File: config.mk
export PLATFORM = sky130hd
export DESIGN_NAME = button_led_session_controller
export DESIGN_NICKNAME = d
export VERILOG_FILES = /design/src/hdl/blsc_pkg.sv /design/src/hdl/blsc_cfg_regs.sv /design/src/hdl/blsc_engine.sv /design/src/hdl/button_led_session_controller.sv
export SDC_FILE = /design/constraint.sdc
export NUM_CORES = 1
export LEC_CHECK = 0
export ABC_CLOCK_PERIOD_IN_PS = 3800
export BUFFER_PORTS_ARGS = -buffer_cell sky130_fd_sc_hd__buf_4
export CELL_PAD_IN_SITES_DETAIL_PLACEMENT = 2
export CELL_PAD_IN_SITES_GLOBAL_PLACEMENT = 2
export CORE_MARGIN = 2
export CORE_UTILIZATION = 30
export CTS_BUF_LIST = sky130_fd_sc_hd__clkbuf_4 sky130_fd_sc_hd__clkbuf_8
export DETAILED_ROUTE_END_ITERATION = 10
export GPL_ROUTABILITY_DRIVEN = 0
export HOLD_SLACK_MARGIN = 0.05
export PLACE_DENSITY = 0.76
export REMOVE_ABC_BUFFERS = 1
export SLEW_MARGIN = 20
export SYNTH_ARGS = -nofsm -noshare
export SYNTH_HDL_FRONTEND = slang
export SYNTH_SLANG_ARGS = --single-unit
File: constraint.sdc
create_clock -name aclk -period 3.8 [get_ports aclk]
set_input_delay 0.19 -clock aclk [delete_from_list [all_inputs] [get_ports aclk]]
set_output_delay 0.19 -clock aclk [all_outputs]
set_load 0.1 [all_outputs]
File: src/hdl/blsc_pkg.sv
`timescale 1ns / 1ps
// ----------------------------------------------------------------------------
// blsc_pkg
// Types, codes and reset values shared by the button/LED session controller.
// ----------------------------------------------------------------------------
package blsc_pkg;

    localparam int unsigned OP_W     = 3;
    localparam int unsigned TIME_W   = 32;
    localparam int unsigned PAT_W    = 3;
    localparam int unsigned DUR_W    = 16;
    localparam int unsigned TMO_W    = 20;
    localparam int unsigned CIDX_W   = 3;
    localparam int unsigned CDATA_W  = 20;
    localparam int unsigned S_DATA_W = 40;
    localparam int unsigned M_DATA_W = 16;

    localparam logic [DUR_W-1:0] SHORT_PRESS_RST    = 16'd150;
    localparam logic [DUR_W-1:0] PRESS_GAP_RST      = 16'd250;
    localparam logic [DUR_W-1:0] BOOT_PRESS_RST     = 16'd2500;
    localparam logic [DUR_W-1:0] AFTER_POWER_ON_RST = 16'd1000;
    localparam logic [DUR_W-1:0] LONG_PRESS_RST     = 16'd2500;
    localparam logic [DUR_W-1:0] AFTER_POWER_OFF_RST = 16'd1000;
    localparam logic [TMO_W-1:0] CONFIRM_TIMEOUT_RST = 20'd15000;

    typedef enum logic [OP_W-1:0] {
        OP_LED_SEEN  = 3'd0,
        OP_POLL      = 3'd1,
        OP_POWER_ON  = 3'd2,
        OP_START_REC = 3'd3,
        OP_STOP_REC  = 3'd4,
        OP_POWER_OFF = 3'd5
    } opcode_t;

    typedef enum logic [PAT_W-1:0] {
        LED_UNKNOWN  = 3'd0,
        LED_OFF      = 3'd1,
        LED_SOLID    = 3'd2,
        LED_SLOW     = 3'd3,
        LED_FAST     = 3'd4,
        LED_ABNORMAL = 3'd5
    } led_t;

    typedef enum logic [2:0] {
        TK_NONE    = 3'd0,
        TK_BOOT    = 3'd1,
        TK_AUTOREC = 3'd2,
        TK_START   = 3'd3,
        TK_STOP    = 3'd4
    } task_t;

    typedef enum logic [2:0] {
        E_NONE       = 3'd0,
        E_CARD       = 3'd1,
        E_ABNORMAL   = 3'd2,
        E_BOOT_TO    = 3'd3,
        E_UNEXPECTED = 3'd4
    } err_t;

    typedef enum logic [1:0] {
        PR_NONE  = 2'd0,
        PR_SHORT = 2'd1,
        PR_LONG  = 2'd2
    } press_t;

    typedef enum logic [CIDX_W-1:0] {
        REG_SHORT_PRESS     = 3'd0,
        REG_PRESS_GAP       = 3'd1,
        REG_BOOT_PRESS      = 3'd2,
        REG_AFTER_POWER_ON  = 3'd3,
        REG_LONG_PRESS      = 3'd4,
        REG_AFTER_POWER_OFF = 3'd5,
        REG_CONFIRM_TIMEOUT = 3'd6
    } reg_idx_t;

    typedef struct packed {
        logic [DUR_W-1:0] short_press_ms;
        logic [DUR_W-1:0] press_gap_ms;
        logic [DUR_W-1:0] boot_press_ms;
        logic [DUR_W-1:0] after_power_on_ms;
        logic [DUR_W-1:0] long_press_ms;
        logic [DUR_W-1:0] after_power_off_ms;
        logic [TMO_W-1:0] confirm_timeout_ms;
    } cfg_t;

    typedef struct packed {
        logic [OP_W-1:0]   opcode;
        logic [TIME_W-1:0] now_ms;
        logic [PAT_W-1:0]  led_pattern;
        logic              auto_record;
    } item_t;

    typedef struct packed {
        logic             reply;
        press_t           press_action;
        err_t             last_error;
        logic             busy_res;
        logic [PAT_W-1:0] current_pattern;
        logic             is_recording;
        logic             is_idle;
        logic             is_off;
    } status_t;

endpackage

File: src/hdl/blsc_cfg_regs.sv
`timescale 1ns / 1ps
// ----------------------------------------------------------------------------
// blsc_cfg_regs
// Timing registers, written through the configuration channel.
// ----------------------------------------------------------------------------
module blsc_cfg_regs (
    input  logic                         aclk,
    input  logic                         aresetn,
    input  logic                         cfg_valid,
    output logic                         cfg_ready,
    input  logic [blsc_pkg::CIDX_W-1:0]  cfg_index,
    input  logic [blsc_pkg::CDATA_W-1:0] cfg_data,
    output blsc_pkg::cfg_t               cfg
);
    import blsc_pkg::*;

    cfg_t cfg_reg;
    cfg_t cfg_next;

    assign cfg_ready = 1'b1;
    assign cfg      = cfg_reg;

    always_comb begin
        cfg_next = cfg_reg;
        if (cfg_valid) begin
            case (cfg_index)
                REG_SHORT_PRESS:     cfg_next.short_press_ms     = cfg_data[DUR_W-1:0];
                REG_PRESS_GAP:       cfg_next.press_gap_ms       = cfg_data[DUR_W-1:0];
                REG_BOOT_PRESS:      cfg_next.boot_press_ms      = cfg_data[DUR_W-1:0];
                REG_AFTER_POWER_ON:  cfg_next.after_power_on_ms  = cfg_data[DUR_W-1:0];
                REG_LONG_PRESS:      cfg_next.long_press_ms      = cfg_data[DUR_W-1:0];
                REG_AFTER_POWER_OFF: cfg_next.after_power_off_ms = cfg_data[DUR_W-1:0];
                REG_CONFIRM_TIMEOUT: cfg_next.confirm_timeout_ms = cfg_data[TMO_W-1:0];
                default:             cfg_next = cfg_reg;
            endcase
        end
    end

    always_ff @(posedge aclk) begin
        if (!aresetn) begin
            cfg_reg.short_press_ms     <= SHORT_PRESS_RST;
            cfg_reg.press_gap_ms       <= PRESS_GAP_RST;
            cfg_reg.boot_press_ms      <= BOOT_PRESS_RST;
            cfg_reg.after_power_on_ms  <= AFTER_POWER_ON_RST;
            cfg_reg.long_press_ms      <= LONG_PRESS_RST;
            cfg_reg.after_power_off_ms <= AFTER_POWER_OFF_RST;
            cfg_reg.confirm_timeout_ms <= CONFIRM_TIMEOUT_RST;
        end else begin
            cfg_reg <= cfg_next;
        end
    end

endmodule

File: src/hdl/blsc_engine.sv
`timescale 1ns / 1ps
// ----------------------------------------------------------------------------
// blsc_engine
// Session state and the combinational event update that produces one result.
// ----------------------------------------------------------------------------
module blsc_engine (
    input  logic            aclk,
    input  logic            aresetn,
    input  logic            advance,
    input  blsc_pkg::item_t item,
    input  blsc_pkg::cfg_t  cfg,
    output blsc_pkg::status_t result
);
    import blsc_pkg::*;

    logic [PAT_W-1:0]  seen_reg, seen_next;
    task_t             task_reg, task_next;
    logic [TIME_W-1:0] deadline_reg, deadline_next;
    logic              guard_reg, guard_next;
    logic [TIME_W-1:0] release_reg, release_next;
    err_t              err_reg, err_next;
    logic              intent_reg, intent_next;

    logic              reply;
    press_t            press;
    logic              guard_open;
    logic              deadline_hit;
    logic [DUR_W:0]    short_hold;
    logic [DUR_W:0]    boot_hold;
    logic [DUR_W:0]    off_hold;
    logic [TIME_W-1:0] short_release;
    logic [TIME_W-1:0] boot_release;
    logic [TIME_W-1:0] off_release;
    logic [TIME_W-1:0] new_deadline;

    always_comb begin
        short_hold    = {1'b0, cfg.short_press_ms} + {1'b0, cfg.press_gap_ms};
        boot_hold     = {1'b0, cfg.boot_press_ms} + {1'b0, cfg.after_power_on_ms};
        off_hold      = {1'b0, cfg.long_press_ms} + {1'b0, cfg.after_power_off_ms};
        short_release = item.now_ms + TIME_W'(short_hold);
        boot_release  = item.now_ms + TIME_W'(boot_hold);
        off_release   = item.now_ms + TIME_W'(off_hold);
        new_deadline  = item.now_ms + TIME_W'(cfg.confirm_timeout_ms);
        guard_open    = !guard_reg || (item.now_ms >= release_reg);
        deadline_hit  = item.now_ms >= deadline_reg;
    end

    always_comb begin
        seen_next     = seen_reg;
        task_next     = task_reg;
        deadline_next = deadline_reg;
        guard_next    = guard_reg;
        release_next  = release_reg;
        err_next      = err_reg;
        intent_next   = intent_reg;
        reply         = 1'b0;
        press         = PR_NONE;

        case (item.opcode)
            OP_LED_SEEN: begin
                seen_next = item.led_pattern;
                if (item.led_pattern == LED_FAST) begin
                    task_next     = TK_NONE;
                    deadline_next = '0;
                    err_next      = E_CARD;
                end else if (item.led_pattern == LED_ABNORMAL) begin
                    task_next     = TK_NONE;
                    deadline_next = '0;
                    err_next      = E_ABNORMAL;
                end else if ((task_reg == TK_BOOT &&
                              (item.led_pattern == LED_SOLID || item.led_pattern == LED_SLOW)) ||
                             ((task_reg == TK_AUTOREC || task_reg == TK_START) &&
                              item.led_pattern == LED_SLOW) ||
                             (task_reg == TK_STOP && item.led_pattern == LED_SOLID)) begin
                    task_next     = TK_NONE;
                    deadline_next = '0;
                    err_next      = E_NONE;
                end
            end
            OP_POLL: begin
                if (guard_reg && item.now_ms >= release_reg) begin
                    guard_next = 1'b0;
                end
                // expire a task whose confirmation never came
                if (task_reg != TK_NONE && deadline_hit) begin
                    task_next     = TK_NONE;
                    deadline_next = '0;
                    err_next      = (task_reg == TK_BOOT) ? E_BOOT_TO : E_UNEXPECTED;
                end
                if (intent_reg && task_next == TK_NONE) begin
                    if (seen_reg == LED_SOLID) begin
                        if (guard_open) begin
                            press         = PR_SHORT;
                            guard_next    = 1'b1;
                            release_next  = short_release;
                            task_next     = TK_AUTOREC;
                            deadline_next = new_deadline;
                            intent_next   = 1'b0;
                        end
                    end else if (seen_reg == LED_SLOW) begin
                        intent_next = 1'b0;
                    end
                end
            end
            OP_POWER_ON: begin
                if (seen_reg == LED_SOLID || seen_reg == LED_SLOW) begin
                    if (item.auto_record && seen_reg == LED_SOLID) begin
                        intent_next = 1'b1;
                    end
                end else if (task_reg != TK_NONE || !guard_open) begin
                    reply = 1'b1;
                end else begin
                    press         = PR_LONG;
                    guard_next    = 1'b1;
                    release_next  = boot_release;
                    task_next     = TK_BOOT;
                    deadline_next = new_deadline;
                    intent_next   = item.auto_record;
                    err_next      = E_NONE;
                end
            end
            OP_START_REC, OP_STOP_REC: begin
                if (seen_reg == ((item.opcode == OP_START_REC) ? LED_SLOW : LED_SOLID)) begin
                    reply = 1'b0;
                end else if (task_reg != TK_NONE || !guard_open) begin
                    reply = 1'b1;
                end else begin
                    press         = PR_SHORT;
                    guard_next    = 1'b1;
                    release_next  = short_release;
                    task_next     = (item.opcode == OP_START_REC) ? TK_START : TK_STOP;
                    deadline_next = new_deadline;
                    err_next      = E_NONE;
                end
            end
            OP_POWER_OFF: begin
                if (seen_reg == LED_OFF) begin
                    reply = 1'b0;
                end else if (task_reg != TK_NONE || !guard_open) begin
                    reply = 1'b1;
                end else begin
                    press        = PR_LONG;
                    guard_next   = 1'b1;
                    release_next = off_release;
                    intent_next  = 1'b0;
                    err_next     = E_NONE;
                end
            end
            default: begin
                reply = 1'b0;
            end
        endcase
    end

    always_comb begin
        result.reply           = reply;
        result.press_action    = press;
        result.last_error      = err_next;
        result.busy_res        = (task_next != TK_NONE) || guard_next;
        result.current_pattern = seen_next;
        result.is_recording    = (seen_next == LED_SLOW);
        result.is_idle         = (seen_next == LED_SOLID);
        result.is_off          = (seen_next == LED_OFF);
    end

    always_ff @(posedge aclk) begin
        if (!aresetn) begin
            seen_reg     <= LED_UNKNOWN;
            task_reg     <= TK_NONE;
            deadline_reg <= '0;
            guard_reg    <= 1'b0;
            release_reg  <= '0;
            err_reg      <= E_NONE;
            intent_reg   <= 1'b0;
        end else if (advance) begin
            seen_reg     <= seen_next;
            task_reg     <= task_next;
            deadline_reg <= deadline_next;
            guard_reg    <= guard_next;
            release_reg  <= release_next;
            err_reg      <= err_next;
            intent_reg   <= intent_next;
        end
    end

endmodule

File: src/hdl/button_led_session_controller.sv
`timescale 1ns / 1ps
// ----------------------------------------------------------------------------
// button_led_session_controller
// Drives a recorder through one button and tracks its LED confirmations.
// ----------------------------------------------------------------------------
// Every accepted event (LED pattern seen, poll tick, or a power-on, start,
// stop or power-off request) yields exactly one result item carrying the
// request reply, the button action to perform and the status after the event.
// Events are taken at one per cycle unless a stalled result holds them back;
// an accepted event passes the input register, then the result register,
// before its result is offered on the m_ side. The session state is updated
// once per event; a stalled result holds back new events only once the input
// register is also full. The user must write the timing registers through the
// cfg channel only while no event is in flight; the block does not enforce
// this. Times are in milliseconds and deadlines wrap modulo 2^32.
module button_led_session_controller (
    input  logic                          aclk,
    input  logic                          aresetn,
    input  logic                          s_tvalid,
    output logic                          s_tready,
    // [31:0] now_ms, [34:32] led_pattern, [35] auto_record, [39:36] zero
    input  logic [blsc_pkg::S_DATA_W-1:0] s_tdata,
    // [2:0] opcode
    input  logic [blsc_pkg::OP_W-1:0]     s_tuser,
    output logic                          m_tvalid,
    input  logic                          m_tready,
    // [0] reply, [2:1] press_action, [5:3] last_error, [6] busy_res,
    // [9:7] current_pattern, [10] is_recording, [11] is_idle, [12] is_off,
    // [15:13] zero
    output logic [blsc_pkg::M_DATA_W-1:0] m_tdata,
    input  logic                          cfg_valid,
    output logic                          cfg_ready,
    input  logic [blsc_pkg::CIDX_W-1:0]   cfg_index,
    input  logic [blsc_pkg::CDATA_W-1:0]  cfg_data
);
    import blsc_pkg::*;

    logic    in_valid_reg;
    item_t   in_item_reg;
    logic    out_valid_reg;
    status_t out_res_reg;
    logic    advance;
    cfg_t    cfg;
    status_t result;

    // an item moves on when the result register is free or being emptied
    assign advance  = in_valid_reg && (!out_valid_reg || m_tready);
    assign s_tready = !in_valid_reg || advance;
    assign m_tvalid = out_valid_reg;

    blsc_cfg_regs u_cfg (
        .aclk      (aclk),
        .aresetn   (aresetn),
        .cfg_valid (cfg_valid),
        .cfg_ready (cfg_ready),
        .cfg_index (cfg_index),
        .cfg_data  (cfg_data),
        .cfg       (cfg)
    );

    blsc_engine u_engine (
        .aclk    (aclk),
        .aresetn (aresetn),
        .advance (advance),
        .item    (in_item_reg),
        .cfg     (cfg),
        .result  (result)
    );

    always_ff @(posedge aclk) begin
        if (!aresetn) begin
            in_valid_reg <= 1'b0;
        end else if (s_tready) begin
            in_valid_reg <= s_tvalid;
        end
    end

    always_ff @(posedge aclk) begin
        if (s_tvalid && s_tready) begin
            in_item_reg.opcode      <= s_tuser;
            in_item_reg.now_ms      <= s_tdata[TIME_W-1:0];
            in_item_reg.led_pattern <= s_tdata[TIME_W+PAT_W-1:TIME_W];
            in_item_reg.auto_record <= s_tdata[TIME_W+PAT_W];
        end
    end

    always_ff @(posedge aclk) begin
        if (!aresetn) begin
            out_valid_reg <= 1'b0;
        end else if (advance) begin
            out_valid_reg <= 1'b1;
        end else if (m_tready) begin
            out_valid_reg <= 1'b0;
        end
    end

    always_ff @(posedge aclk) begin
        if (advance) begin
            out_res_reg <= result;
        end
    end

    assign m_tdata = {3'b000,
                      out_res_reg.is_off,
                      out_res_reg.is_idle,
                      out_res_reg.is_recording,
                      out_res_reg.current_pattern,
                      out_res_reg.busy_res,
                      out_res_reg.last_error,
                      out_res_reg.press_action,
                      out_res_reg.reply};

    // a full input register only stalls behind a stalled result
    a_stall_cause: assert property (@(posedge aclk) disable iff (!aresetn)
        !s_tready |-> (in_valid_reg && out_valid_reg && !m_tready))
        else $error("input stalled without a stalled result");

    // a wait reply never comes with a press
    a_wait_no_press: assert property (@(posedge aclk) disable iff (!aresetn)
        (m_tvalid && out_res_reg.reply) |-> (out_res_reg.press_action == PR_NONE))
        else $error("press issued on a wait reply");

    // every press arms the guard, so the block reports busy
    a_press_busy: assert property (@(posedge aclk) disable iff (!aresetn)
        (m_tvalid && out_res_reg.press_action != PR_NONE) |-> out_res_reg.busy_res)
        else $error("press without busy status");

endmodule
# Yosys cells after proc, flatten, opt, wreduce, memory -nomap -nowiden
# Index checks and enable logic that the tools add are counted.
# op_classes
n_lt_le_gt_ge	2
n_mux	82
add_sub_neg	7
n_eq_ne	40
n_reduce_logical	43
# op_table
op	n
$mux W32	19
$pmux W32 S4	2
$add A32 B17 Y32	3
$mux W3	23
$ge A32 B32 Y1	2
$add A16 B16 Y17	3
$eq A3 B2 Y1 const B	12
$add A32 B20 Y32	1
$mux W1	26
$eq A3 B3 Y1 const B	8
$eq A3 B1 Y1 const B	5
$pmux W3 S5	1
$reduce_and A2 Y1	7
$mux W2	6
$ne A2 B2 Y1 const B	6
$pmux W3 S4	1
$reduce_and A11 Y1	1
$logic_or A1 B1 Y1	10
$logic_and A1 B1 Y1	9
$logic_not A3 Y1	3
$reduce_and A9 Y1	1
$reduce_bool A3 Y1	3
$pmux W2 S4	1
$reduce_bool A4 Y1	2
12 further kinds	19
# word_totals
input_bits	71
regBits	245
elab_cells	202
output_inout_bits	19

# Longest topological paths before layout
# depth
word_depth	11
mapped_depth	16
mapped_depth_nobuf	16

# Cells and area by module
# From an unflattened synthesis, not the netlist that was laid out.
# hier_totals
hier_cells	1784
hier_area_um2	16558.4
# modules_own_cells
mod	seq_area_each_um2	cells_per_inst	instances	area_per_inst_um2
blsc_engine	1501.4	1300	1	10456.3
blsc_cfg_regs	2322.2	419	1	4410.5
button_led_session_controller	1601.5	65	1	1691.6

# Worst setup path before layout
# Ideal clock, no wire load.
# synth_timing
kind	register -> register
start	register in_item_reg[5] (netlist name)
end	register u_engine.release_reg[25]
setup_ps	119
setup_slack_ps	89
synth_period_minus_slack_ps	3711
t_required_ps	3681
path_buffers	0
stages_incl_launch_ff	14
t_arrival_ps	3591
path_cell_list	edfxtp_1 fa_1 ha_1 fa_1 a211oi_1 o21bai_1 o221a_2 a31o_2 o221a_2 a311o_1 o21bai_1 nor2_1 xnor2_1 a21oi_1
# synth_via
elab_chain_len	8
word_cells_on_any_way	29
cone_classes	add/sub: 3; order compare: 2; eq/ne: 5; mux: 12; reduce/logical: 7
# synth_lines
item	line	rtl
from (decl)	button_led_session_controller.sv:39	item_t in_item_reg;
$ge A32 B32 Y1	blsc_engine.sv:45	deadline_hit = item.now_ms >= deadline_reg;
$logic_and A1 B1 Y1	blsc_engine.sv:85	if (task_reg != TK_NONE && deadline_hit) begin
$mux W3	blsc_engine.sv:85	
$mux W3	blsc_engine.sv:59	case (item.opcode)
$logic_not A3 Y1	blsc_engine.sv:90	if (intent_reg && task_next == TK_NONE) begin
$logic_and A1 B1 Y1	blsc_engine.sv:90	
$ne A2 B1 Y1 (no line)	n/a	
$reduce_and A11 Y1 (no line)	n/a	
to (signal assigned)	blsc_engine.sv:180	release_reg <= release_next;
to (decl)	blsc_engine.sv:20	logic [TIME_W-1:0] release_reg, release_next;
# Several ways; a longest one is shown, not always the timed one. The select of a mux whose other input is x is not followed.
# A chain may end at the register's enable or synchronous reset.

# Worst setup path after layout
# layout_timing
start	register in_item_reg[5] (netlist name)
end	register u_engine.release_reg[21]
# Same word-level chain as after synthesis.

==> results.cfg <==
[critical_path]
critPathKind = flip-flop to flip-flop
slowest_delay_ns = 0.53
slowest_stage = fa_1
path_buf_inv = 1
required_ns = 4.34
crit_family = compound AO/OA/AOI/OAI gates
cp.arrival_ns = 4.26
worstPathCellList = fa_1 -> ha_4 -> fa_2 -> a211oi_2 -> o21bai_1 -> o221a_2 -> a31o_4 -> o221a_4 -> a311o_1 -> o21bai_2 -> buf_4 -> xor2_1 -> a21oi_1
crit_fanout = 3
start_kind = flip-flop
crit_path_end_kind = flip-flop

[clocking]
htreeDepth = 2
ctsLongestPathBuffers = 3
clk_latency_ns = 0.65
clkTransAtPathRegs_ns = 0.06
cts_tree = built
cts-buffers-inserted = 48
root_buffer = clkbuf_8
cts.sinks = 245

[global_routing]
grtUsageTotal = 0.241
antenna_found_initial = 0
grt_pass1_vias = 17800
grt_max_degree = 109
grt_overflow = 0
grt_pass1_wl_um = 101000

[status]
run_status = complete, no violations

[synth]
ys_seq_elements = 245
seq_area_frac_synth = 0.341
synth-compound-area-share = 0.215
synthSimpleGateAreaFrac = 0.183
synth_top_flop_cell = dfxtp_1
yosysWarnings = 0
netlist_area_mm2 = 0.0159
synthMuxAreaShare = 0.00448
synth_edf_count = 52
synth_top_family_by_area = compound AO/OA/AOI/OAI gates
synth-xor-area-share = 0.0413
avgSynthCellArea_um2 = 8.43
synth_cell_types = 80
synth_cells = 1887
synth_adder_area_share = 0.169
async_flop_share = 0

[detailed_routing]
route.met2.wl_um = 33900
drt-met1-wl_um = 26600
dr.max_layer_used = met4
routed_via_density = 5.41
vias = 15600
detail-route-antenna-nets = 0
route.detailed.drc = 0
avgRoutedWirePerCell_um = 22.7
wl_met3_um = 2060
first_pass_iters = 5
drtIter0Drc = 589
wl_um = 65500

[cells_and_area]
final_cell_mix = 342 x nand2_1, 220 x buf_4, 193 x dfxtp_1, 187 x a21oi_1, 126 x ha_1
layout.cells.non_filler = 2880
drive_above_1_share = 0.180
syn_to_final_growth_pct = 27.2
largest_register_ffs = 116
antenna_cells = 0
final_common_cell = nand2_1
final_nets = 2409
utilization = 0.385

[timing]
rsz0062_at_grt = yes
hold_slack_ns = 0.196
hold_viol_final = 0
period_share = 0.980
fin_skew_ns = 0.0343
max_freq_mhz = 268
fin_crit_ns = 3.73
setup_viol = 0
tightest_slew_ns = 1.19
relSlewSlack = 0.204
fin_setup_tns_ns = 0
slew_viol_final = 0

[place]
placed_cells = 2716
dp_hpwl_um = 47200
portBuffers = 81

[floorplanning]
core-area_mm2 = 0.0526
dieWidth_um = 234
die_h_um = 234
start_util = 0.303
row_count = 84
die_area_mm2 = 0.0549
ios = 90

[min_path]
hold_class = primary input to flip-flop

[pwr]
p_leak_nw = 8.18
power.density_mw_per_mm2 = 381
peakVddDrop_uv = 240
finalPower_mw = 7.70

[job]
cap_viol_max_count = 0
[kinds of logic after synthesis]
family | after synthesis
xor gates and xnor gates | 75
buffers and inverters | 178
and+or+nand+nor | 661
muxes | 7
adders and majority gates | 184
other | 2
DFF | 245
AOI/OAI and AO/OA | 535
[layout make-up]
type	instances	area [µm²]
flip-flops and latches	245	5430
clock buffers	69	875
well taps	688	861
inverters	99	374
clock inverters	19	129
fillers	5889	32300
multi-input cells	1466	10100
repair buffers	294	2450
[metal layers]
metal | vias to the layer above | GRT usage
met5 | - | 0
met1 | 7945 | 0.272
met2 | 280 | 0.448
met4 | 0 | 0.104
met3 | 145 | 0.0336
li1 | 7221 | -
[worst reg2reg max path, cell delays in order (launching register included)]
cell      delay (ns)
edfxtp_1        0.44
fa_1            0.53
ha_4            0.19
fa_2            0.39
a211oi_2        0.28
o21bai_1        0.11
o221a_2         0.29
a31o_4          0.25
o221a_4         0.21
a311o_1         0.39
o21bai_2        0.19
buf_4           0.14
xor2_1          0.14
a21oi_1         0.08
[synthesized netlist by cell type, drive strengths merged (12+ instances only)]
cell type	instances	area [µm²]
nand2	343	1290
dfxtp	193	3860
a21oi	192	961
ha	132	1650
nor2	118	450
inv	98	368
o21ai	95	479
nand3	71	355
clkbuf	58	218
edfxtp	52	1560
fa	52	1040
a211oi	43	328
xnor2	42	368
a21o	38	285
xor2	33	289
o21a	28	210
a31oi	26	163
nor3	26	140
nand2b	23	144
buf	21	140
nand4	16	100
o211ai	13	97.6
or3	13	86.3
nor2b	12	75.1
o21bai	12	90.1
[power by group]
part / switching [mW] / total (mW) / internal (mW)
combinational: 1.16 / 1.95 / 0.787
sequential: 0.0915 / 2.86 / 2.77
clock: 1.34 / 2.90 / 1.56
total: 2.59 / 7.70 / 5.11
[what timing repair did]
action | in CTS | in global routing
cloned | 0 | 0
hold buffers | 66 | 0
buffers inserted | 1 | 9
pin swaps | 1 | 31
setup endpoints to repair | 14 | 49
gates resized for setup | 16 | 58
endpoints found under the hold margin | 169 | 0
[stage by stage]
| step | setup slack, ns | area (µm²) |
|---|---|---|
| floorplan | 0.0313 | 15600 |
| global placement | -0.0955 | 18200 |
| detailed placement | -0.153 | 18200 |
| CTS | 0.00204 | 19900 |
| global route | -0.0619 | 20200 |
| finish | 0.0750 | 20200 |
[worst paths after layout]
path / slack (ns) / endpoint / cells past startpoint / startpoint
worst min-delay path: 0.20 / u_cfg.cfg[81] / 5 / cfg_index[1]
worst max-delay path: 0.07 / u_engine.release_reg[21] / 13 / in_item_reg[5]
worst max register to register: 0.07 / u_engine.release_reg[21] / 13 / in_item_reg[5]
worst min register to register: 0.47 / u_cfg.cfg[10] / 2 / u_cfg.cfg[10]
No activity file was read; power rests on OpenSTA's default activity.
